$ cat src/text_tokenizer_stream_assert.svh
// Assertion helpers for the tokenizer; clock clk, synchronous reset rst_n.
`ifndef TEXT_TOKENIZER_STREAM_ASSERT_SVH
`define TEXT_TOKENIZER_STREAM_ASSERT_SVH

// Same-cycle implication, masked during reset.
`define TTS_ASSERT_NOW(label, ante, cons) \
  label: assert property (@(posedge clk) disable iff (!rst_n) (ante) |-> (cons)) \
    else $error("tokenizer check failed: same-cycle rule");

// Next-cycle implication, masked during reset.
`define TTS_ASSERT_NEXT(label, ante, cons) \
  label: assert property (@(posedge clk) disable iff (!rst_n) (ante) |=> (cons)) \
    else $error("tokenizer check failed: next-cycle rule");

`endif

$ cat src/tts_pkg.sv
package tts_pkg;

  typedef struct packed {
    logic       action;
    logic [7:0] byte_value;
  } in_item_t;

  typedef struct packed {
    logic [1:0]  event_kind;
    logic [2:0]  token_kind;
    logic [7:0]  char_value;
    logic [1:0]  error_code;
    logic [15:0] line_number;
    logic [15:0] column_number;
    logic        last;
  } out_item_t;

  typedef enum logic [3:0] {
    M_IDLE  = 4'd0,
    M_IDENT = 4'd1,
    M_NINT  = 4'd2,
    M_NFRAC = 4'd3,
    M_NE    = 4'd4,
    M_NEM   = 4'd5,
    M_NEXP  = 4'd6,
    M_STR   = 4'd7,
    M_SESC  = 4'd8,
    M_SLASH = 4'd9,
    M_LCOM  = 4'd10,
    M_BCOM  = 4'd11,
    M_BSTAR = 4'd12,
    M_ERR   = 4'd13
  } scan_mode_t;

  typedef enum logic [1:0] {
    EV_CHAR = 2'd0,
    EV_END  = 2'd1,
    EV_ERR  = 2'd2
  } event_kind_t;

  typedef enum logic [2:0] {
    TK_ID  = 3'd0,
    TK_NUM = 3'd1,
    TK_STR = 3'd2,
    TK_OP  = 3'd3,
    TK_NL  = 3'd4
  } token_kind_t;

  localparam logic [1:0] ERR_NUM_CHAR   = 2'd0;
  localparam logic [1:0] ERR_EXPONENT   = 2'd1;
  localparam logic [1:0] ERR_ESCAPE     = 2'd2;
  localparam logic [1:0] ERR_UNTERM_STR = 2'd3;
  localparam logic [1:0] ERR_NONE       = 2'd0;

  localparam logic [7:0] CH_NUL    = 8'h00;
  localparam logic [7:0] CH_TAB    = 8'h09;
  localparam logic [7:0] CH_NL     = 8'h0a;
  localparam logic [7:0] CH_CR     = 8'h0d;
  localparam logic [7:0] CH_SPACE  = 8'h20;
  localparam logic [7:0] CH_QUOTE  = 8'h22;
  localparam logic [7:0] CH_HASH   = 8'h23;
  localparam logic [7:0] CH_STAR   = 8'h2a;
  localparam logic [7:0] CH_MINUS  = 8'h2d;
  localparam logic [7:0] CH_DOT    = 8'h2e;
  localparam logic [7:0] CH_SLASH  = 8'h2f;
  localparam logic [7:0] CH_BSLASH = 8'h5c;
  localparam logic [7:0] CH_UNDER  = 8'h5f;
  localparam logic [7:0] CH_E      = 8'h65;

  // Depth of the queue between front and back
  localparam int QUEUE_DEPTH = 2;
  localparam int MAX_EVENTS  = 4;

  typedef struct packed {
    logic [1:0] event_kind;
    logic [2:0] token_kind;
    logic [7:0] char_value;
    logic [1:0] error_code;
  } tts_event_t;

  // All events caused by one input item; they share the counters
  typedef struct packed {
    tts_event_t [MAX_EVENTS-1:0] ev;
    logic [2:0]                  count;
    logic [15:0]                 line_number;
    logic [15:0]                 column_number;
  } bundle_t;

  function automatic tts_event_t mk_ev(event_kind_t ek, token_kind_t tk,
                                       logic [7:0] ch, logic [1:0] code);
    tts_event_t e;
    e.event_kind = ek;
    e.token_kind = tk;
    e.char_value = ch;
    e.error_code = code;
    return e;
  endfunction

  function automatic logic is_alpha(logic [7:0] b);
    return (b >= 8'h61 && b <= 8'h7a) || (b >= 8'h41 && b <= 8'h5a);
  endfunction

  function automatic logic is_digit(logic [7:0] b);
    return b >= 8'h30 && b <= 8'h39;
  endfunction

  // Escape decode: bit 8 set when the escape is known
  function automatic logic [8:0] esc_decode(logic [7:0] b);
    logic [8:0] r;
    unique case (b)
      CH_BSLASH, CH_SLASH, CH_QUOTE: r = {1'b1, b};
      8'h62:   r = {1'b1, 8'h08};
      8'h66:   r = {1'b1, 8'h0c};
      8'h6e:   r = {1'b1, 8'h0a};
      8'h72:   r = {1'b1, 8'h0d};
      8'h74:   r = {1'b1, 8'h09};
      default: r = 9'h000;
    endcase
    return r;
  endfunction

endpackage

$ cat src/tts_front.sv
module tts_front #(
  parameter int COUNTER_BITS = 16
) (
  input  logic              clk,
  input  logic              rst_n,
  input  logic              accept,
  input  tts_pkg::in_item_t item,
  output logic              push,
  output tts_pkg::bundle_t  bundle
);

  tts_pkg::scan_mode_t     mode_r, mode_nxt;
  logic [COUNTER_BITS-1:0] line_r, line_nxt;
  logic [COUNTER_BITS-1:0] col_r, col_nxt;
  logic [COUNTER_BITS-1:0] line_cnt, col_cnt;
  logic [31:0]             line_wide, col_wide;
  logic [7:0]              b;
  logic                    eos;
  logic                    restart;
  logic [2:0]              n;
  logic [8:0]              esc;
  tts_pkg::tts_event_t [tts_pkg::MAX_EVENTS-1:0] ev;

  assign b   = item.byte_value;
  assign eos = item.action || (b == tts_pkg::CH_NUL);
  assign esc = tts_pkg::esc_decode(b);

  always_ff @(posedge clk) begin
    if (!rst_n) begin
      mode_r <= tts_pkg::M_IDLE;
      line_r <= COUNTER_BITS'(1);
      col_r  <= '0;
    end else begin
      mode_r <= mode_nxt;
      line_r <= line_nxt;
      col_r  <= col_nxt;
    end
  end

  // Counters as seen by this item's events
  always_comb begin
    line_cnt = line_r;
    col_cnt  = col_r;
    if (!eos) begin
      if (b == tts_pkg::CH_NL) begin
        if (line_r != '1) line_cnt = line_r + COUNTER_BITS'(1);
        col_cnt = '0;
      end else if (col_r != '1) begin
        col_cnt = col_r + COUNTER_BITS'(1);
      end
    end
  end

  always_comb begin
    mode_nxt = mode_r;
    line_nxt = line_r;
    col_nxt  = col_r;
    restart  = 1'b0;
    n        = 3'd0;
    ev       = '0;
    if (accept) begin
      if (eos) begin
        unique case (mode_r)
          tts_pkg::M_IDENT: begin
            ev[n[1:0]] = tts_pkg::mk_ev(tts_pkg::EV_END, tts_pkg::TK_ID, 8'h00,
                                        tts_pkg::ERR_NONE);
            n = n + 3'd1;
          end
          tts_pkg::M_NINT, tts_pkg::M_NFRAC, tts_pkg::M_NEXP: begin
            ev[n[1:0]] = tts_pkg::mk_ev(tts_pkg::EV_END, tts_pkg::TK_NUM, 8'h00,
                                        tts_pkg::ERR_NONE);
            n = n + 3'd1;
          end
          tts_pkg::M_NE, tts_pkg::M_NEM: begin
            ev[n[1:0]] = tts_pkg::mk_ev(tts_pkg::EV_ERR, tts_pkg::TK_NUM, 8'h00,
                                        tts_pkg::ERR_EXPONENT);
            n = n + 3'd1;
          end
          tts_pkg::M_STR, tts_pkg::M_SESC: begin
            ev[n[1:0]] = tts_pkg::mk_ev(tts_pkg::EV_ERR, tts_pkg::TK_STR, 8'h00,
                                        tts_pkg::ERR_UNTERM_STR);
            n = n + 3'd1;
          end
          tts_pkg::M_SLASH: begin
            ev[n[1:0]] = tts_pkg::mk_ev(tts_pkg::EV_CHAR, tts_pkg::TK_OP,
                                        tts_pkg::CH_SLASH, tts_pkg::ERR_NONE);
            n = n + 3'd1;
            ev[n[1:0]] = tts_pkg::mk_ev(tts_pkg::EV_END, tts_pkg::TK_OP, 8'h00,
                                        tts_pkg::ERR_NONE);
            n = n + 3'd1;
          end
          default: ;
        endcase
        mode_nxt = tts_pkg::M_IDLE;
        line_nxt = COUNTER_BITS'(1);
        col_nxt  = '0;
      end else begin
        line_nxt = line_cnt;
        col_nxt  = col_cnt;
        unique case (mode_r)
          tts_pkg::M_IDENT: begin
            if (b == tts_pkg::CH_UNDER || tts_pkg::is_alpha(b) || tts_pkg::is_digit(b)) begin
              ev[n[1:0]] = tts_pkg::mk_ev(tts_pkg::EV_CHAR, tts_pkg::TK_ID, b,
                                          tts_pkg::ERR_NONE);
              n = n + 3'd1;
            end else begin
              ev[n[1:0]] = tts_pkg::mk_ev(tts_pkg::EV_END, tts_pkg::TK_ID, 8'h00,
                                          tts_pkg::ERR_NONE);
              n = n + 3'd1;
              restart = 1'b1;
            end
          end
          tts_pkg::M_NINT, tts_pkg::M_NFRAC: begin
            if (b == tts_pkg::CH_DOT) begin
              if (mode_r == tts_pkg::M_NFRAC) begin
                ev[n[1:0]] = tts_pkg::mk_ev(tts_pkg::EV_ERR, tts_pkg::TK_NUM, b,
                                            tts_pkg::ERR_NUM_CHAR);
                n = n + 3'd1;
                mode_nxt = tts_pkg::M_ERR;
              end else begin
                ev[n[1:0]] = tts_pkg::mk_ev(tts_pkg::EV_CHAR, tts_pkg::TK_NUM, b,
                                            tts_pkg::ERR_NONE);
                n = n + 3'd1;
                mode_nxt = tts_pkg::M_NFRAC;
              end
            end else if (tts_pkg::is_digit(b)) begin
              ev[n[1:0]] = tts_pkg::mk_ev(tts_pkg::EV_CHAR, tts_pkg::TK_NUM, b,
                                          tts_pkg::ERR_NONE);
              n = n + 3'd1;
            end else if (b == tts_pkg::CH_E) begin
              ev[n[1:0]] = tts_pkg::mk_ev(tts_pkg::EV_CHAR, tts_pkg::TK_NUM, b,
                                          tts_pkg::ERR_NONE);
              n = n + 3'd1;
              mode_nxt = tts_pkg::M_NE;
            end else begin
              ev[n[1:0]] = tts_pkg::mk_ev(tts_pkg::EV_END, tts_pkg::TK_NUM, 8'h00,
                                          tts_pkg::ERR_NONE);
              n = n + 3'd1;
              restart = 1'b1;
            end
          end
          tts_pkg::M_NE: begin
            if (b == tts_pkg::CH_MINUS) begin
              ev[n[1:0]] = tts_pkg::mk_ev(tts_pkg::EV_CHAR, tts_pkg::TK_NUM, b,
                                          tts_pkg::ERR_NONE);
              n = n + 3'd1;
              mode_nxt = tts_pkg::M_NEM;
            end else if (tts_pkg::is_digit(b)) begin
              ev[n[1:0]] = tts_pkg::mk_ev(tts_pkg::EV_CHAR, tts_pkg::TK_NUM, b,
                                          tts_pkg::ERR_NONE);
              n = n + 3'd1;
              mode_nxt = tts_pkg::M_NEXP;
            end else begin
              ev[n[1:0]] = tts_pkg::mk_ev(tts_pkg::EV_ERR, tts_pkg::TK_NUM, b,
                                          tts_pkg::ERR_EXPONENT);
              n = n + 3'd1;
              mode_nxt = tts_pkg::M_ERR;
            end
          end
          tts_pkg::M_NEM: begin
            if (tts_pkg::is_digit(b)) begin
              ev[n[1:0]] = tts_pkg::mk_ev(tts_pkg::EV_CHAR, tts_pkg::TK_NUM, b,
                                          tts_pkg::ERR_NONE);
              n = n + 3'd1;
              mode_nxt = tts_pkg::M_NEXP;
            end else begin
              ev[n[1:0]] = tts_pkg::mk_ev(tts_pkg::EV_ERR, tts_pkg::TK_NUM, b,
                                          tts_pkg::ERR_EXPONENT);
              n = n + 3'd1;
              mode_nxt = tts_pkg::M_ERR;
            end
          end
          tts_pkg::M_NEXP: begin
            if (tts_pkg::is_digit(b)) begin
              ev[n[1:0]] = tts_pkg::mk_ev(tts_pkg::EV_CHAR, tts_pkg::TK_NUM, b,
                                          tts_pkg::ERR_NONE);
              n = n + 3'd1;
            end else if (b == tts_pkg::CH_DOT || b == tts_pkg::CH_E) begin
              ev[n[1:0]] = tts_pkg::mk_ev(tts_pkg::EV_ERR, tts_pkg::TK_NUM, b,
                                          tts_pkg::ERR_NUM_CHAR);
              n = n + 3'd1;
              mode_nxt = tts_pkg::M_ERR;
            end else begin
              ev[n[1:0]] = tts_pkg::mk_ev(tts_pkg::EV_END, tts_pkg::TK_NUM, 8'h00,
                                          tts_pkg::ERR_NONE);
              n = n + 3'd1;
              restart = 1'b1;
            end
          end
          tts_pkg::M_STR: begin
            if (b == tts_pkg::CH_BSLASH) begin
              mode_nxt = tts_pkg::M_SESC;
            end else if (b == tts_pkg::CH_QUOTE) begin
              ev[n[1:0]] = tts_pkg::mk_ev(tts_pkg::EV_END, tts_pkg::TK_STR, 8'h00,
                                          tts_pkg::ERR_NONE);
              n = n + 3'd1;
              mode_nxt = tts_pkg::M_IDLE;
            end else begin
              ev[n[1:0]] = tts_pkg::mk_ev(tts_pkg::EV_CHAR, tts_pkg::TK_STR, b,
                                          tts_pkg::ERR_NONE);
              n = n + 3'd1;
            end
          end
          tts_pkg::M_SESC: begin
            if (esc[8]) begin
              ev[n[1:0]] = tts_pkg::mk_ev(tts_pkg::EV_CHAR, tts_pkg::TK_STR, esc[7:0],
                                          tts_pkg::ERR_NONE);
              n = n + 3'd1;
              mode_nxt = tts_pkg::M_STR;
            end else begin
              ev[n[1:0]] = tts_pkg::mk_ev(tts_pkg::EV_ERR, tts_pkg::TK_STR, b,
                                          tts_pkg::ERR_ESCAPE);
              n = n + 3'd1;
              mode_nxt = tts_pkg::M_ERR;
            end
          end
          tts_pkg::M_SLASH: begin
            if (b == tts_pkg::CH_STAR) begin
              mode_nxt = tts_pkg::M_BCOM;
            end else if (b == tts_pkg::CH_SLASH) begin
              mode_nxt = tts_pkg::M_LCOM;
            end else begin
              ev[n[1:0]] = tts_pkg::mk_ev(tts_pkg::EV_CHAR, tts_pkg::TK_OP,
                                          tts_pkg::CH_SLASH, tts_pkg::ERR_NONE);
              n = n + 3'd1;
              ev[n[1:0]] = tts_pkg::mk_ev(tts_pkg::EV_END, tts_pkg::TK_OP, 8'h00,
                                          tts_pkg::ERR_NONE);
              n = n + 3'd1;
              restart = 1'b1;
            end
          end
          tts_pkg::M_LCOM: begin
            if (b == tts_pkg::CH_NL) mode_nxt = tts_pkg::M_IDLE;
          end
          tts_pkg::M_BCOM: begin
            if (b == tts_pkg::CH_STAR) mode_nxt = tts_pkg::M_BSTAR;
          end
          tts_pkg::M_BSTAR: begin
            if (b == tts_pkg::CH_SLASH) mode_nxt = tts_pkg::M_IDLE;
            else if (b != tts_pkg::CH_STAR) mode_nxt = tts_pkg::M_BCOM;
          end
          tts_pkg::M_ERR: ;
          default: restart = 1'b1;
        endcase

        // byte handled as if between tokens
        if (restart) begin
          mode_nxt = tts_pkg::M_IDLE;
          if (b == tts_pkg::CH_SPACE || b == tts_pkg::CH_TAB || b == tts_pkg::CH_CR) begin
            mode_nxt = tts_pkg::M_IDLE;
          end else if (b == tts_pkg::CH_NL) begin
            ev[n[1:0]] = tts_pkg::mk_ev(tts_pkg::EV_END, tts_pkg::TK_NL, 8'h00,
                                        tts_pkg::ERR_NONE);
            n = n + 3'd1;
          end else if (b == tts_pkg::CH_HASH) begin
            mode_nxt = tts_pkg::M_LCOM;
          end else if (b == tts_pkg::CH_UNDER || tts_pkg::is_alpha(b)) begin
            ev[n[1:0]] = tts_pkg::mk_ev(tts_pkg::EV_CHAR, tts_pkg::TK_ID, b,
                                        tts_pkg::ERR_NONE);
            n = n + 3'd1;
            mode_nxt = tts_pkg::M_IDENT;
          end else if (tts_pkg::is_digit(b)) begin
            ev[n[1:0]] = tts_pkg::mk_ev(tts_pkg::EV_CHAR, tts_pkg::TK_NUM, b,
                                        tts_pkg::ERR_NONE);
            n = n + 3'd1;
            mode_nxt = tts_pkg::M_NINT;
          end else if (b == tts_pkg::CH_QUOTE) begin
            mode_nxt = tts_pkg::M_STR;
          end else if (b == tts_pkg::CH_SLASH) begin
            mode_nxt = tts_pkg::M_SLASH;
          end else begin
            ev[n[1:0]] = tts_pkg::mk_ev(tts_pkg::EV_CHAR, tts_pkg::TK_OP, b,
                                        tts_pkg::ERR_NONE);
            n = n + 3'd1;
            ev[n[1:0]] = tts_pkg::mk_ev(tts_pkg::EV_END, tts_pkg::TK_OP, 8'h00,
                                        tts_pkg::ERR_NONE);
            n = n + 3'd1;
          end
        end
      end
    end
  end

  // 16-bit view of the counters, zero-extended for narrow counters
  assign line_wide = 32'(line_cnt);
  assign col_wide  = 32'(col_cnt);

  assign push                 = accept && (n != 3'd0);
  assign bundle.ev            = ev;
  assign bundle.count         = n;
  assign bundle.line_number   = line_wide[15:0];
  assign bundle.column_number = col_wide[15:0];

endmodule

$ cat src/tts_queue.sv
module tts_queue (
  input  logic             clk,
  input  logic             rst_n,
  input  logic             push,
  input  tts_pkg::bundle_t push_data,
  input  logic             pop,
  output tts_pkg::bundle_t head,
  output logic             empty,
  output logic             full
);

  localparam int PTR_BITS = (tts_pkg::QUEUE_DEPTH > 1) ? $clog2(tts_pkg::QUEUE_DEPTH) : 1;
  localparam int CNT_BITS = $clog2(tts_pkg::QUEUE_DEPTH + 1);

  tts_pkg::bundle_t    slot_r [tts_pkg::QUEUE_DEPTH];
  logic [PTR_BITS-1:0] wr_ptr_r, wr_ptr_nxt;
  logic [PTR_BITS-1:0] rd_ptr_r, rd_ptr_nxt;
  logic [CNT_BITS-1:0] cnt_r, cnt_nxt;
  logic                do_push, do_pop;

  assign do_push = push && !full;
  assign do_pop  = pop && !empty;
  assign empty   = (cnt_r == '0);
  assign full    = (cnt_r == CNT_BITS'(tts_pkg::QUEUE_DEPTH));
  assign head    = slot_r[rd_ptr_r];

  always_comb begin
    wr_ptr_nxt = wr_ptr_r;
    rd_ptr_nxt = rd_ptr_r;
    cnt_nxt    = cnt_r;
    if (do_push) begin
      wr_ptr_nxt = (wr_ptr_r == PTR_BITS'(tts_pkg::QUEUE_DEPTH - 1)) ? '0
                                                                     : wr_ptr_r + PTR_BITS'(1);
    end
    if (do_pop) begin
      rd_ptr_nxt = (rd_ptr_r == PTR_BITS'(tts_pkg::QUEUE_DEPTH - 1)) ? '0
                                                                     : rd_ptr_r + PTR_BITS'(1);
    end
    if (do_push && !do_pop) cnt_nxt = cnt_r + CNT_BITS'(1);
    else if (do_pop && !do_push) cnt_nxt = cnt_r - CNT_BITS'(1);
  end

  always_ff @(posedge clk) begin
    if (!rst_n) begin
      wr_ptr_r <= '0;
      rd_ptr_r <= '0;
      cnt_r    <= '0;
    end else begin
      wr_ptr_r <= wr_ptr_nxt;
      rd_ptr_r <= rd_ptr_nxt;
      cnt_r    <= cnt_nxt;
    end
  end

  always_ff @(posedge clk) begin
    if (do_push) slot_r[wr_ptr_r] <= push_data;
  end

endmodule

$ cat src/tts_back.sv
module tts_back (
  input  logic               clk,
  input  logic               rst_n,
  input  tts_pkg::bundle_t   head,
  input  logic               head_valid,
  output logic               pop,
  output logic               out_valid,
  input  logic               out_stall,
  output tts_pkg::out_item_t out_data
);

  logic [1:0]          idx_r, idx_nxt;
  logic                valid_r, valid_nxt;
  tts_pkg::out_item_t  data_r, data_nxt;
  logic                load;
  logic                is_last;
  tts_pkg::tts_event_t cur;

  assign cur     = head.ev[idx_r];
  assign is_last = ({1'b0, idx_r} == head.count - 3'd1);
  assign load    = head_valid && (!valid_r || !out_stall);
  assign pop     = load && is_last;

  always_comb begin
    idx_nxt   = idx_r;
    valid_nxt = valid_r;
    data_nxt  = data_r;
    if (valid_r && !out_stall) valid_nxt = 1'b0;
    if (load) begin
      valid_nxt              = 1'b1;
      idx_nxt                = is_last ? 2'd0 : idx_r + 2'd1;
      data_nxt.event_kind    = cur.event_kind;
      data_nxt.token_kind    = cur.token_kind;
      data_nxt.char_value    = cur.char_value;
      data_nxt.error_code    = cur.error_code;
      data_nxt.line_number   = head.line_number;
      data_nxt.column_number = head.column_number;
      data_nxt.last          = is_last;
    end
  end

  always_ff @(posedge clk) begin
    if (!rst_n) begin
      idx_r   <= 2'd0;
      valid_r <= 1'b0;
    end else begin
      idx_r   <= idx_nxt;
      valid_r <= valid_nxt;
    end
  end

  always_ff @(posedge clk) begin
    data_r <= data_nxt;
  end

  assign out_valid = valid_r;
  assign out_data  = data_r;

endmodule

$ cat src/text_tokenizer_stream.sv
// Channel  Direction  Handshake          Payload
// in_      input      in_valid/in_stall   tts_pkg::in_item_t (action, byte_value)
// out_     output     out_valid/out_stall tts_pkg::out_item_t (one token event)
//
// The front classifies a byte in the cycle it is accepted and queues 0 to 4 events.
// The back sends one event per cycle from a registered output stage while out_stall
// is low; each event of an item takes its own slot, and the output port sets the pace.
// Input stalls only when the two-entry event queue is full.
// Reset (rst_n low, synchronous) empties the queue and returns to line 1, column 0.
`include "text_tokenizer_stream_assert.svh"

module text_tokenizer_stream #(
  parameter int COUNTER_BITS = 16
) (
  input  logic               clk,
  input  logic               rst_n,
  input  logic               in_valid,
  output logic               in_stall,
  input  tts_pkg::in_item_t  in_data,
  output logic               out_valid,
  input  logic               out_stall,
  output tts_pkg::out_item_t out_data
);

  logic             in_accept;
  logic             q_push, q_pop, q_empty, q_full;
  tts_pkg::bundle_t q_in, q_head;

  assign in_stall  = q_full;
  assign in_accept = in_valid && !in_stall;

  tts_front #(
    .COUNTER_BITS(COUNTER_BITS)
  ) u_front (
    .clk    (clk),
    .rst_n  (rst_n),
    .accept (in_accept),
    .item   (in_data),
    .push   (q_push),
    .bundle (q_in)
  );

  tts_queue u_queue (
    .clk       (clk),
    .rst_n     (rst_n),
    .push      (q_push),
    .push_data (q_in),
    .pop       (q_pop),
    .head      (q_head),
    .empty     (q_empty),
    .full      (q_full)
  );

  tts_back u_back (
    .clk        (clk),
    .rst_n      (rst_n),
    .head       (q_head),
    .head_valid (!q_empty),
    .pop        (q_pop),
    .out_valid  (out_valid),
    .out_stall  (out_stall),
    .out_data   (out_data)
  );

  // a bundle partly sent keeps the output stage busy in the next cycle
  `TTS_ASSERT_NEXT(a_bundle_continues, out_valid && !out_stall && !out_data.last, out_valid)
  // the back never pops an empty queue
  `TTS_ASSERT_NOW(a_no_pop_empty, q_pop, !q_empty)
  // a queued bundle always carries at least one and at most four events
  `TTS_ASSERT_NOW(a_bundle_count, q_push, q_in.count != 3'd0 && q_in.count <= 3'd4)

endmodule
$ cat config.mk
export PLATFORM = sky130hd
export DESIGN_NAME = text_tokenizer_stream
export DESIGN_NICKNAME = d
export VERILOG_FILES = /design/src/tts_pkg.sv /design/src/tts_front.sv /design/src/tts_queue.sv /design/src/tts_back.sv /design/src/text_tokenizer_stream.sv
export VERILOG_INCLUDE_DIRS = /design/src /design/src/src
export SDC_FILE = /design/constraint.sdc
export NUM_CORES = 1
export LEC_CHECK = 0
export ABC_AREA = 0
export ABC_CLOCK_PERIOD_IN_PS = 10300
export BUFFER_PORTS_ARGS = -buffer_cell sky130_fd_sc_hd__buf_2
export CAP_MARGIN = 20
export CORE_ASPECT_RATIO = 1.1
export CORE_MARGIN = 3
export CORE_UTILIZATION = 40
export DETAILED_ROUTE_END_ITERATION = 10
export PLACE_DENSITY_LB_ADDON = 0.08
export SETUP_SLACK_MARGIN = 0.2
export SYNTH_ARGS = -nofsm -noshare
export SYNTH_HDL_FRONTEND = slang
export SYNTH_SLANG_ARGS = --single-unit
$ cat constraint.sdc
create_clock -name clk -period 10.3 [get_ports clk]
set_input_delay 0.515 -clock clk [delete_from_list [all_inputs] [get_ports clk]]
set_output_delay 0.515 -clock clk [all_outputs]
set_load 0.05 [all_outputs]
; ---- After elaboration in Yosys (flattened, before gate mapping)
; Memories as Yosys holds them, arrays and structs flattened. A register that Yosys moved wholly into a read port is not among the register bits.
; Index checks and enable logic that the tools add are counted.
[word_totals]
reg_bits = 91
latch_bits = 0
ramBits = 190
rom_bits = 0
inputBits = 13
output_inout_bits = 50
word_cells = 248
n_memories = 1
[memory_table]
columns = memory, depth, word_bits, read_ports, rd_clocked_by_memory_dff, wr, line
row1 = u_queue.slot_r, 2, 95, 1, 1, 1, tts_queue.sv:15  ; tts_pkg::bundle_t slot_r [tts_pkg::QUEUE_DEPTH];
[op_classes]
n_addsub = 10
mul = 0
n_div = 0
magnitude_cmp = 11
eq_ne = 45
n_shift = 0
mux = 117
n_bitwise = 6
reduce_logical = 43
[ops]
columns = op, count
row1 = $mux 60, 9
row2 = $mux 15, 16
row3 = $bwmux 60, 3
row4 = $mux 16, 8
row5 = $pmux 15 s8, 1
row6 = $mux 4, 26
row7 = $pmux 15 s5, 1
row8 = $mux 14, 5
row9 = $eq 8x7->1 const B, 8
row10 = $demux 15 s2, 2
row11 = $mux 30, 2
row12 = $mux 29, 2
row13 = $eq 8x6->1 const B, 7
row14 = $pmux 9 s6, 1
row15 = $and 26x52->52, 1
row16 = $not 52->52, 1
row17 = $and 48x48->48, 1
row18 = $not 48->48, 1
row19 = $pmux 4 s10, 1
row20 = $mux 3, 13
row21 = $add 16x1->16 const B, 2
row22 = $ne 16x16->1 const B, 2
row23 = $bmux 15 s2, 1
row24 = $eq 4x4->1 const B, 6
row25 = other kinds (42), 112

; ---- Depth between registers and ports, before layout
; Gate-level depths: netlist (run 1).
[depth]
depth_word = 25
ltp_mapped = 17
ltp_nobuf = 14

; ---- Hierarchy
; Synthesis (run 1) repeated with hierarchy kept, for this count alone.
[unflattened]
cells_unflattened = 1129
area_unflattened_um2 = 14017.2
[modules_own_cells]
columns = module, instances, cells_each, area_per_inst_um2, seq_area_each_um2
row1 = tts_queue, 1, 321, 7289.5, 5805.6
row2 = tts_front, 1, 718, 4708.3, 720.7
row3 = tts_back, 1, 88, 2001.9, 1501.4
row4 = text_tokenizer_stream, 1, 2, 17.5, 0.0

; ---- Least setup slack after synthesis (run 1)
; Ideal clock, no wire load.
[synth_timing]
kind = input port to flip-flop
from = input in_data[4] (netlist bit)
to = memory u_queue.slot_r[0][0] (netlist bit) (enable)
setup_ns = 0.542
t_arrival_ns = 7.011
required_time_ns = 9.758
setup_slack_ns = 2.748
stages = 14
n_path_buf = 3
path_cell_list = buf_1 -> nor4b_2 -> clkbuf_1 -> nand4_1 -> and2_1 -> inv_1 -> clkbuf_1 -> ha_1 -> o21a_1 -> o211a_1 -> o21ai_0 -> a32oi_1 -> or2_2 -> nor2b_1
[synth_via]
elab_chain_cells = 23
elab_cells_between_ends = 63
cone_classes = add/sub (2) / order compare (6) / eq/ne (12) / mux (29) / reduce/logical (14)
[synth_rtl]
columns = item, line
row1 = start: declaration, text_tokenizer_stream.sv:19  ; input tts_pkg::in_item_t in_data,
row2 = $eq 8x6->1, "tts_front.sv:220, tts_front.sv:269"
row3 = $mux 2, tts_front.sv:220  ; end else if (b == tts_pkg::CH_SLASH) begin
row4 = $mux 3, tts_front.sv:218  ; if (b == tts_pkg::CH_STAR) begin
row5 = $pmux 3 s3, tts_front.sv:100  ; unique case (mode_r)
row6 = $mux 3, tts_front.sv:62  ; if (eos) begin
row7 = $mux 3, tts_front.sv:61  ; if (accept) begin
row8 = $add 3x1->3, n/a
row9 = $add 3x1->3, tts_front.sv:277  ; n = n + 3'd1;
row10 = [8 not listed], n/a
row11 = $mux 3 *, tts_front.sv:62
row12 = $mux 3 *, tts_front.sv:61
row13 = $reduce_bool 3->1 *, tts_front.sv:288  ; assign push = accept && (n != 3'd0);
row14 = $logic_and 1x1->1 *, tts_front.sv:288
row15 = $logic_and 1x1->1 *, tts_queue.sv:21  ; assign do_push = push && !full;
row16 = via u_queue.do_push, tts_queue.sv:19  ; logic do_push, do_pop;
row17 = $mux 1 *, tts_queue.sv:56  ; if (do_push) slot_r[wr_ptr_r] <= push_data;
row18 = $mux 1 (not written as such) *, tts_queue.sv:56
row19 = end: declaration, tts_queue.sv:15
; The timed path passes the listed nets; every way through them passes the cells marked *. The select of a mux whose other input is x is not followed.

; ---- Final worst setup path (run 1)
[layout_timing]
from = input in_data[2] (netlist bit)
to = memory u_queue.slot_r[0][54] (netlist bit) (enable)
; The elaborated chain is that of the path after synthesis.

==> qor.yml, run 1 <==
run_status:
  outcome: "complete, no violations"
floorplan:
  row_count: 68
  dieHeight_microns: 195
  initial_core_util_pct: 41.0
  dieArea_sq_mm: 0.0346
  die_w_microns: 178
  io_pins: 63
  core_area_sq_mm: 0.0317
logic_synthesis:
  synth-main-ff-cell: "edfxtp_1"
  synth_compound_area_share_pct: 12.5
  synth_cells: 1130
  synth.avg_cell_area_sq_um: 11.5
  synthAdderAreaFrac_pct: 1.35
  synth_xor_area_share_pct: 1.55
  synth_most_common_cell: "edfxtp_1"
  synth_simple_gate_area_share_pct: 16.1
  synth-seq-area-share_pct: 57.7
  syn-num-nets: 1157
  async_reset_ff_share_pct: 0
  post_synth_instance_area_sq_mm: 0.0130
  synth.distinct_cells: 82
  yosys_warnings: 0
  synth_area_leader_cell: "edfxtp_1"
  synth_top_family_by_area: "simple AND/OR/NAND/NOR gates"
  synth_seq_cells: 264
  synth_commonest_cells: "edfxtp_1, nand2_1, a21oi_1"
  synthTopCellsByArea: "edfxtp_1, dfxtp_1, mux4_2, nand2_1, mux2_2"
  synth_edf_count: 220
  synthMuxAreaShare_pct: 7.99
  synth_top_area_share_pct: 50.9
worst_setup_path:
  start_kind: "primary input"
  critPathSlowestCell: "buf_4"
  cp_slowest_stage_delay_ps: 830
  worstPathArrival_ps: 5150
  cp.required_ps: 10460
  path_cells: "buf_2 > nand4b_1 > or4_1 > o21ai_1 > inv_1 > ha_1 > nor3_1 > a31oi_1 > o21ai_0 > a32oi_1 > or2_2 > nor2b_4 > buf_4"
  critical_path_class: "primary input to flop"
  crit_path_end_kind: "flop"
  regToRegSetupSlack_ps: 5430
  cp_max_fo: 67
cts:
  insertion_delay_ps: 550
  cts_buffer_depth: 3
  cts_setup_buffers: 0
  h-tree-depth: 1
  post_cts_resized: 0
  ctsHoldBuffers: 0
  clock-sinks: 264
  cts_root_buffer: "clkbuf_16"
  cts_tree: "yes"
  cts_buffers: 27
  clkTransAtPathRegs_ps: 60
final_layout:
  antennaDiodeCount: 0
  fin_area_sq_mm: 0.0146
  final_cells: 1610
  area_delta_synth_final_pct: 12.8
  fill_cells: 2963
  nets: 1196
  drive_gt1_share_pct: 18.1
placement:
  dp_hpwl_microns: 22100
  place_area_sq_mm: 0.0137
  dp_slack_ps: 4710
  dp.cells: 1558
  io_buffers: 62
  gp_congestion: 0.908
timing:
  finalClockSkew_ps: 22.3
  slew_violations: 0
  worst_pin_slew_ps: 1060
  slew_headroom_pct: 29.2
  layout_setup_ws_ps: 5300
  finalHoldViolCount: 0
  finalCriticalPeriod_ps: 5000
  setup_viol: 0
  max_freq_mhz: 200
  fin_setup_tns_ps: 0
  post-route-period-util_pct: 48.5
  grt_setup_unrepaired: "false"
power_and_ir_drop:
  cellPowerDensity_mw_per_mm2: 235
  irDropWorstVdd_v: 0.000154
  leakagePower_nw: 4.96
routing:
  vias: 9242
  drtIter0Drc: 791
  first_pass_iters: 5
  route.detailed.drc: 0
  via_per_inst: 5.74
  totalWireLength_microns: 33600
  wl_per_cell_microns: 20.9
  ant_nets: 0
global_route:
  grt_pass1_vias: 8779
  grt_max_degree: 78
  grt-ovfl-total: 0
  antenna_found_initial: 0
  track_usage_pct: 19.2
  grt_pass1_wl_microns: 52600
flow_run:
  cap_violations: 0
hold_path:
  hp-class: "primary input to flop"
layout make-up:
type	count	area (sq um)	share of cell area, %
clock inverter	18	194	1.32
timing repair buffer	84	500	3.42
clock buffer	32	714	4.88
inverter	18	67.6	0.461
sequential	264	7490	51.2
multi-input combinational	774	5150	35.2
tap	420	526	3.59
flip-flops by register name, indices dropped and copies added (netlist names), named ones only:
register,flops
u_front.mode_r,4
u_front.col_r,16
u_queue.wr_ptr_r,1
u_back.out_data,48
u_back.out_valid,1
u_front.line_r,16
u_back.idx_r,2
u_queue.cnt_r,2
u_queue.rd_ptr_r,1
u_queue.slot_r,172
critical path: cells and delay by family:
kind	cells	cell delay, ps
buf+inv	3	1470
compound gates	4	1180
fa+ha+maj	1	390
simple gates	5	1530
cells by family (layout without fill, tap and decap cells):
group,count (synthesis),after routing
and+or+nand+nor,414,414
DFF,264,264
AOI/OAI and AO/OA,254,254
buffers and inverters,92,152
muxes,69,69
xor gates and xnor gates,23,23
adders and majority gates,14,14
layout by cell type (no fill, tap or decap), drive strengths merged, types with 7 or more instances in the layout:
cell    synthesis  final
a211oi          7      7
a21oi          78     78
a31oi          15     15
and2           36     36
and3           14     14
buf            10     83
clkbuf         64     32
clkinv          1      9
dfxtp          44     44
edfxtp        220    220
ha             14     14
inv            17     19
mux2           37     37
mux2i           8      8
mux4           24     24
nand2         133    133
nand3          31     31
nand4          16     16
nor2           74     74
nor2b          10     10
nor3           40     40
nor4            8      8
o21ai          71     71
o22ai           9      9
o31ai          11     11
or3            14     14
xnor2          16     16
xor2            7      7
worst paths after layout:
path                                       start                              end  depth (start not counted)
setup / recovery                      in_data[2]  u_queue.slot_r[0][54]$_DFFE_PP_                         13
hold reg to reg    u_queue.rd_ptr_r$_SDFFE_PN0P_    u_queue.rd_ptr_r$_SDFFE_PN0P_                          2
hold / removal                             rst_n   u_front.line_r[0]$_SDFFE_PN1P_                          2
setup reg to reg  u_front.mode_r[0]$_SDFFE_PN0P_  u_queue.slot_r[0][54]$_DFFE_PP_                         11
metal layers:
layer	part of all wire (%)	GRT usage (%)	wire length, microns
met1	47	28.9	15800
met2	46	29.8	15400
met3	5.1	2.48	1710
met4	2.2	4.28	725
met5	0	0	0
power breakdown:
group          internal, mW  leakage (nW)  total [mW]  switching (mW)
sequential             1.43          2.43        1.48          0.0545
clock                 0.575         0.432       0.983           0.408
combinational         0.259          2.10       0.980           0.722
total                  2.26          4.96        3.45            1.18
stage by stage:
stage,hold slack [ps],util [%],total power [mW]
finish,281,46.3,3.45
floorplan,472,-,2.27
detailed placement,492,43.3,2.50
CTS,250,46.1,3.49
global placement,481,43.3,2.49
global route,262,46.3,3.62
Note: power is estimated with default switching activity, not from simulation.
==> run 2, diff against run 1 <==
--- a/config.mk
+++ b/config.mk
@@ -7,7 +7,7 @@
 export NUM_CORES = 1
 export LEC_CHECK = 0
 export ABC_AREA = 0
-export ABC_CLOCK_PERIOD_IN_PS = 10300
+export ABC_CLOCK_PERIOD_IN_PS = 4200
 export BUFFER_PORTS_ARGS = -buffer_cell sky130_fd_sc_hd__buf_2
 export CAP_MARGIN = 20
 export CORE_ASPECT_RATIO = 1.1
==> constraint.sdc (replaced) <==
create_clock -name clk -period 4.2 [get_ports clk]
set_input_delay 0.21 -clock clk [delete_from_list [all_inputs] [get_ports clk]]
set_output_delay 0.21 -clock clk [all_outputs]
set_load 0.05 [all_outputs]
==> run 2 against run 1 <==
Effect of this change:
- count of clock-buffer cells in the layout rose by 4
- sequential share of layout area fell by 0.71 points
- final area rose by 1.4%
- critical path type is now flop to flop
- largest cell class unchanged
==> qor.yml, run 2 (synthesized netlist as in run 1, its figures left out) <==
global_route:
  antenna_found_initial: 0  # unchanged
  grt-busiest-layer: "met2"
  met1_usage_pct: 30.3  # +1.4 points
  grt_pass1_vias: 9110  # +3.8%
  grt.met2_usage_pct: 30.4  # +0.64 points
  grt_max_degree: 52  # -33%
  track_usage_pct: 19.7  # +0.50 points
  grt-ovfl-total: 0  # unchanged
  use_met3_pct: 2.19  # -0.29 points
  grt_pass1_wl_microns: 53600  # +2.0%
timing:
  post-route-period-util_pct: 84.8
  slew_headroom_pct: 33.4  # +4.3 points
  setup_viol: 0  # unchanged
  max_freq_mhz: 281
  finalClockSkew_ps: 15.4  # -6.99 ps
  finalCriticalPeriod_ps: 3560
  worst_pin_slew_ps: 974  # -89.1 ps
  grt_setup_unrepaired: "false"
  finalHoldViolCount: 0  # unchanged
  fin_setup_tns_ps: 0  # unchanged
  hold_ws_ps: 232  # -49.1 ps
  slew_violations: 0  # unchanged
  layout_setup_ws_ps: 637  # -4670 ps
final_layout:
  fill_cells: 2969  # +0.20%
  max_flop_register: "u_queue.slot_r"
  largest_reg_flops: 172  # unchanged
  antennaDiodeCount: 0  # unchanged
  layout_commonest_cell: "edfxtp_1"
  drive_gt1_share_pct: 19.9  # +1.8 points
  nets: 1223  # +2.3%
  final_cells: 1636  # +1.6%
  final_cell_mix: "edfxtp_1, nand2_1, a21oi_1"
  area_delta_synth_final_pct: 14.4
floorplan:
  dieHeight_microns: 195  # unchanged
  row_count: 68  # unchanged
  io_pins: 63  # unchanged
  dieArea_sq_mm: 0.0346  # unchanged
  core_area_sq_mm: 0.0317  # unchanged
  initial_core_util_pct: 41.0  # unchanged
  die_w_microns: 178  # unchanged
routing:
  drtIter0Drc: 815  # +3.0%
  via_per_inst: 5.61  # -2.2%
  route.detailed.drc: 0  # unchanged
  vias: 9182  # -0.65%
  wl_per_cell_microns: 20.7  # -0.91%
  ant_nets: 0  # unchanged
  totalWireLength_microns: 33900  # +0.69%
  first_pass_iters: 5  # unchanged
power_and_ir_drop:
  seqPwrFrac_pct: 43.9  # +0.9 points
  combinationalPowerShare_pct: 29.8  # +1.4 points
  p_total_mw: 8.28  # +140%
  clock_power_share_pct: 26.3  # -2.2 points
  cellPowerDensity_mw_per_mm2: 558  # +140%
  leakagePower_nw: 5.06  # +1.9%
  p_int_mw: 5.38  # +140%
  irDropWorstVdd_v: 0.000373  # +140%
  p_switching_mw: 2.90  # +140%
  p_sw_share_pct: 35.0  # +0.63 points
placement:
  dp.cells: 1585  # +1.7%
  dp_slack_ps: 508  # -4200 ps
  io_buffers: 62  # unchanged
  gp_congestion: 0.962  # +5.9%
  dp_hpwl_microns: 23500  # +6.1%
worst_setup_path:
  r2r-start: "u_front.mode_r[0]$_SDFFE_PN0P_"
  r2r-end: "u_queue.cnt_r[1]$_SDFFE_PN0P_"
  cp.required_ps: 4680  # -5780 ps
  critical_path_class: "flop to flop"
  cp_max_fo: 11  # -84%
  regToRegSetupSlack_ps: 640  # -4790 ps
  path_cells: "nor4bb_1 > and2_4 > inv_1 > ha_2 > o21a_1 > o211a_1 > o21ai_1 > a32oi_1 > or2_4 > ha_1 > or3_1 > a21oi_1"
  crit_path_end_kind: "flop"
  start_kind: "flop"
  r2r_cells: 12  # +1
  worstPathArrival_ps: 4040  # -1110 ps
  cp_slowest_stage_delay_ps: 540  # -290 ps
  critPathSlowestCell: "dfxtp_1"
hold_path:
  min_to: "u_queue.slot_r[0][44]$_DFFE_PP_"
  min_path_cells: 3  # +1
  hp-class: "primary input to flop"
  holdCritStartpoint: "in_data[7]"
cts:
  post_cts_resized: 0  # unchanged
  cts_root_buffer: "clkbuf_16"
  ctsHoldBuffers: 2  # +2
  h-tree-depth: 1  # unchanged
  clkTransAtPathRegs_ps: 60  # about the same
  cts_buffers: 27  # unchanged
  cts_buffer_depth: 3  # unchanged
  insertion_delay_ps: 540  # about the same
  cts_tree: "yes"
  cts_setup_buffers: 0  # unchanged
  clock-sinks: 264  # unchanged
flow_run:
  cap_violations: 0  # unchanged
run_status:
  outcome: "complete, no violations"
-- run 2: layout make-up --
type / instances / area, sq um / area share, %
Clock inverter: 13 / 80.1 / 0.539
Timing Repair Buffer: 111 / 746 / 5.02
Tap cell: 420 / 526 / 3.54
Clock buffer: 36 / 719 / 4.85
Inverter: 18 / 67.6 / 0.455
Sequential cell: 264 / 7490 / 50.5
Multi-Input combinational cell: 774 / 5220 / 35.1
-- run 2: worst max-delay path, delay by kind of cell, from the launching register on --
kind,cells,cell delay [ps]
and+or+nand+nor,4,1360
AOI/OAI and AO/OA,5,900
DFF,1,540
adders and majority gates,2,540
buffers and inverters,1,160
-- run 2: power by group through the flow --
| stage | sequential (mW) | combinational, mW | clock, mW |
|---|---|---|---|
| after CTS | 3.64 | 2.52 | 2.25 |
| final | 3.64 | 2.46 | 2.18 |
| after global routing | 3.68 | 2.65 | 2.37 |
| after floorplan | 4.53 | 1.02 | 0 |
| after global placement | 3.68 | 2.51 | 0 |
| after detailed placement | 3.69 | 2.50 | 0 |
-- run 2: how the worst max path moves through the flow --
stage                                   start                              to  slack, ps  depth (start not counted)
2_1_floorplan                      in_data[7]  u_queue.slot_r[0][0]$_DFFE_PP_        110                         12
3_3_place_gp                       in_data[2]   u_queue.cnt_r[1]$_SDFFE_PN0P_        580                         14
3_5_place_dp                       in_data[2]  u_queue.slot_r[0][6]$_DFFE_PP_        510                         13
4_1_cts        u_front.mode_r[0]$_SDFFE_PN0P_   u_queue.cnt_r[1]$_SDFFE_PN0P_        680                         12
5_1_grt        u_front.mode_r[0]$_SDFFE_PN0P_   u_queue.cnt_r[1]$_SDFFE_PN0P_        450                         12
6_report       u_front.mode_r[0]$_SDFFE_PN0P_   u_queue.cnt_r[1]$_SDFFE_PN0P_        640                         12
-- run 2: stage by stage --
stage	cell area, sq um	utilization [%]
4_1_cts	14800	46.9
5_1_grt	14800	46.9
6_report	14800	46.9
3_3_place_gp	14000	44.3
2_1_floorplan	13100	-
3_5_place_dp	14000	44.3
-- run 2: per-layer routing --
metal / share of wire [%] / wire (microns)
met5: 0 / 0
met4: 1.3 / 440
met3: 4.2 / 1440
met2: 46 / 15500
met1: 49 / 16400
==> run 3, diff against run 2 <==
--- a/config.mk
+++ b/config.mk
@@ -7,7 +7,7 @@
 export NUM_CORES = 1
 export LEC_CHECK = 0
 export ABC_AREA = 0
-export ABC_CLOCK_PERIOD_IN_PS = 4200
+export ABC_CLOCK_PERIOD_IN_PS = 3100
 export BUFFER_PORTS_ARGS = -buffer_cell sky130_fd_sc_hd__buf_2
 export CAP_MARGIN = 20
 export CORE_ASPECT_RATIO = 1.1
==> constraint.sdc (replaced) <==
create_clock -name clk -period 3.1 [get_ports clk]
set_input_delay 0.155 -clock clk [delete_from_list [all_inputs] [get_ports clk]]
set_output_delay 0.155 -clock clk [all_outputs]
set_load 0.05 [all_outputs]
==> run 3 against run 2 <==
Effect of this change:
- clock skew is 11 ps higher
- sequential share of layout area is 3.8 points lower
- via count is 7.3% higher
- die area stayed put
- worst hold slack worse by 11 ps
- final area is 8.2% higher
==> qor.yml, run 3 (synthesized netlist as in run 1, its figures left out) <==
worst_setup_path:
  cp-startpoint: "u_front.mode_r[1]$_SDFFE_PN0P_"
  cp_slowest_stage_delay_ps: 360  # -180 ps
  cp_top_family: "simple AND/OR/NAND/NOR gates"
  worstPathArrival_ps: 3440  # -600 ps
  critPathBufInv: 2  # +1
  cp.depth: 14  # +2
  crit_path_frequent_cell: "ha_4"
  cp.required_ps: 3590  # -1090 ps
  r2r-start: "u_front.mode_r[1]$_SDFFE_PN0P_"
  critical_path_class: "flop to flop"
  crit_path_end_kind: "flop"
  critPathSlowestCell: "dfxtp_4"
  path_cells: "nor4bb_2 > buf_4 > and2_4 > inv_6 > ha_4 > o21a_1 > o211a_1 > o211ai_1 > a32oi_2 > or2_4 > ha_4 > xor2_1 > or3_1 > a21oi_2"
  cp_max_fo: 4  # -7
  r2r_cells: 14  # +2
  start_kind: "flop"
routing:
  first_pass_iters: 6  # +1
  via_per_inst: 5.64  # +0.51%
  vias: 9855  # +7.3%
  route.detailed.drc: 0  # unchanged
  drtIter0Drc: 785  # -3.7%
  ant_nets: 0  # unchanged
  wl_per_cell_microns: 20.1  # -3.1%
  totalWireLength_microns: 35000  # +3.4%
timing:
  post-route-period-util_pct: 95.3  # +10 points
  slew_headroom_pct: 50.8  # +17 points
  setup_viol: 0  # unchanged
  hold_ws_ps: 221  # -11.3 ps
  slew_violations: 0  # unchanged
  max_freq_mhz: 339  # +21%
  fin_setup_tns_ps: 0  # unchanged
  finalClockSkew_ps: 26.1  # +10.8 ps
  finalHoldViolCount: 0  # unchanged
  grt_setup_unrepaired: "true"
  worst_pin_slew_ps: 738  # -236 ps
  finalCriticalPeriod_ps: 2950  # -610 ps
  layout_setup_ws_ps: 146  # -490 ps
global_route:
  grt-ovfl-total: 0  # unchanged
  grt_max_degree: 50  # -3.8%
  grt_pass1_vias: 9627  # +5.7%
  grt_pass1_wl_microns: 54400  # +1.4%
  antenna_found_initial: 0  # unchanged
  track_usage_pct: 19.8  # +0.064 points
cts:
  h-tree-depth: 1  # unchanged
  cts_tree: "yes"
  insertion_delay_ps: 550  # about the same
  cts_root_buffer: "clkbuf_16"
  cts_buffer_depth: 3  # unchanged
  clock-sinks: 264  # unchanged
  cts_buffers: 28  # +3.7%
  clkTransAtPathRegs_ps: 60  # about the same
final_layout:
  layout_commonest_cell: "edfxtp_1"
  area_delta_synth_final_pct: 23.8
  largest_reg_flops: 172  # unchanged
  max_flop_register: "u_queue.slot_r"
  drive_gt1_share_pct: 27.9  # +8.0 points
  final_cell_mix: "edfxtp_1, buf_4, nand2_1"
  nets: 1332  # +8.9%
  final_cells: 1747  # +6.8%
  antennaDiodeCount: 0  # unchanged
power_and_ir_drop:
  leakagePower_nw: 5.71  # +13%
  p_total_mw: 11.8  # +43%
  irDropWorstVdd_v: 0.000621  # +67%
  cellPowerDensity_mw_per_mm2: 736  # +32%
hold_path:
  holdCritStartpoint: "in_data[8]"
  hp-class: "primary input to flop"
  min_path_cells: 5  # +2
floorplan:
  dieArea_sq_mm: 0.0346  # unchanged
  die_w_microns: 178  # unchanged
  row_count: 68  # unchanged
  initial_core_util_pct: 41.0  # unchanged
  core_area_sq_mm: 0.0317  # unchanged
  io_pins: 63  # unchanged
  dieHeight_microns: 195  # unchanged
placement:
  dp_hpwl_microns: 24200  # +3.1%
  gp_congestion: 0.927  # -3.7%
  io_buffers: 62  # unchanged
  dp.cells: 1675  # +5.7%
  dp_slack_ps: -116  # -625 ps
run_status:
  outcome: "complete, no violations"
flow_run:
  cap_violations: 0  # unchanged
-- run 3: changes by cell type in the layout (fill, tap and decap cells not counted), moves of 4 or more --
cell | previous run | this run
clkbuf_16 | 27 | 33
clkbuf_1 | 8 | 13
buf_12 | 5 | 12
clkinv_2 | 4 | 0
buf_6 | 0 | 4
buf_4 | 42 | 133
clkbuf_8 | 1 | 6
-- run 3: final cells by class --
class                           instances  area (sq um)
Clock buffer                           47           832
Timing Repair Buffer                  219          1750
Multi-Input combinational cell        774          5340
Fill cell                            2831         15600
Tap cell                              420           526
Clock inverter                          5          50.0
Inverter                               18          75.1
Sequential cell                       264          7500
-- run 3: report_power, final --
group	internal [mW]	switching (mW)	total, mW
sequential	4.74	0.169	4.91
clock	1.83	1.33	3.16
combinational	1.23	2.54	3.76
total	7.79	4.04	11.8
-- run 3: tightest hold or removal path, cell delays in order --
cell and delay, ps:
buf_2 140, a31oi_1 90, buf_4 190, o21ai_0 80, a211oi_1 70
-- run 3: stage by stage --
step / cell area, sq um / util [%]
finish: 16100 / 50.8
CTS: 15700 / 49.7
detailed placement: 14800 / 46.7
floorplan: 13100 / -
global route: 16100 / 50.8
global placement: 14800 / 46.7
-- run 3: final timing paths --
kind | end | slack, ps
max reg2reg | u_queue.cnt_r[1]$_SDFFE_PN0P_ | 150
max | u_queue.cnt_r[1]$_SDFFE_PN0P_ | 150
min | u_front.col_r[12]$_SDFFE_PN0P_ | 220
min reg2reg | flop | 510
-- run 3: timing repair --
action | in CTS | in global routing
buffers inserted | 2 | 11
resized for setup | 8 | 29
pin swaps | 5 | 5
hold buffers | 2 | 0
cloned | 0 | 5
endpoints found under the setup margin | 74 | 159
hold endpoints to repair | 5 | 0
-- run 3: layer usage --
metal	GRT usage, %	vias up	part of all wire, %	routed length [microns]
li1	-	4646	-	-
met1	29.3	4835	46	16200
met2	30.5	304	45	15800
met3	2.44	70	5.4	1880
met4	6.08	0	3.2	1120
met5	0	-	0	0
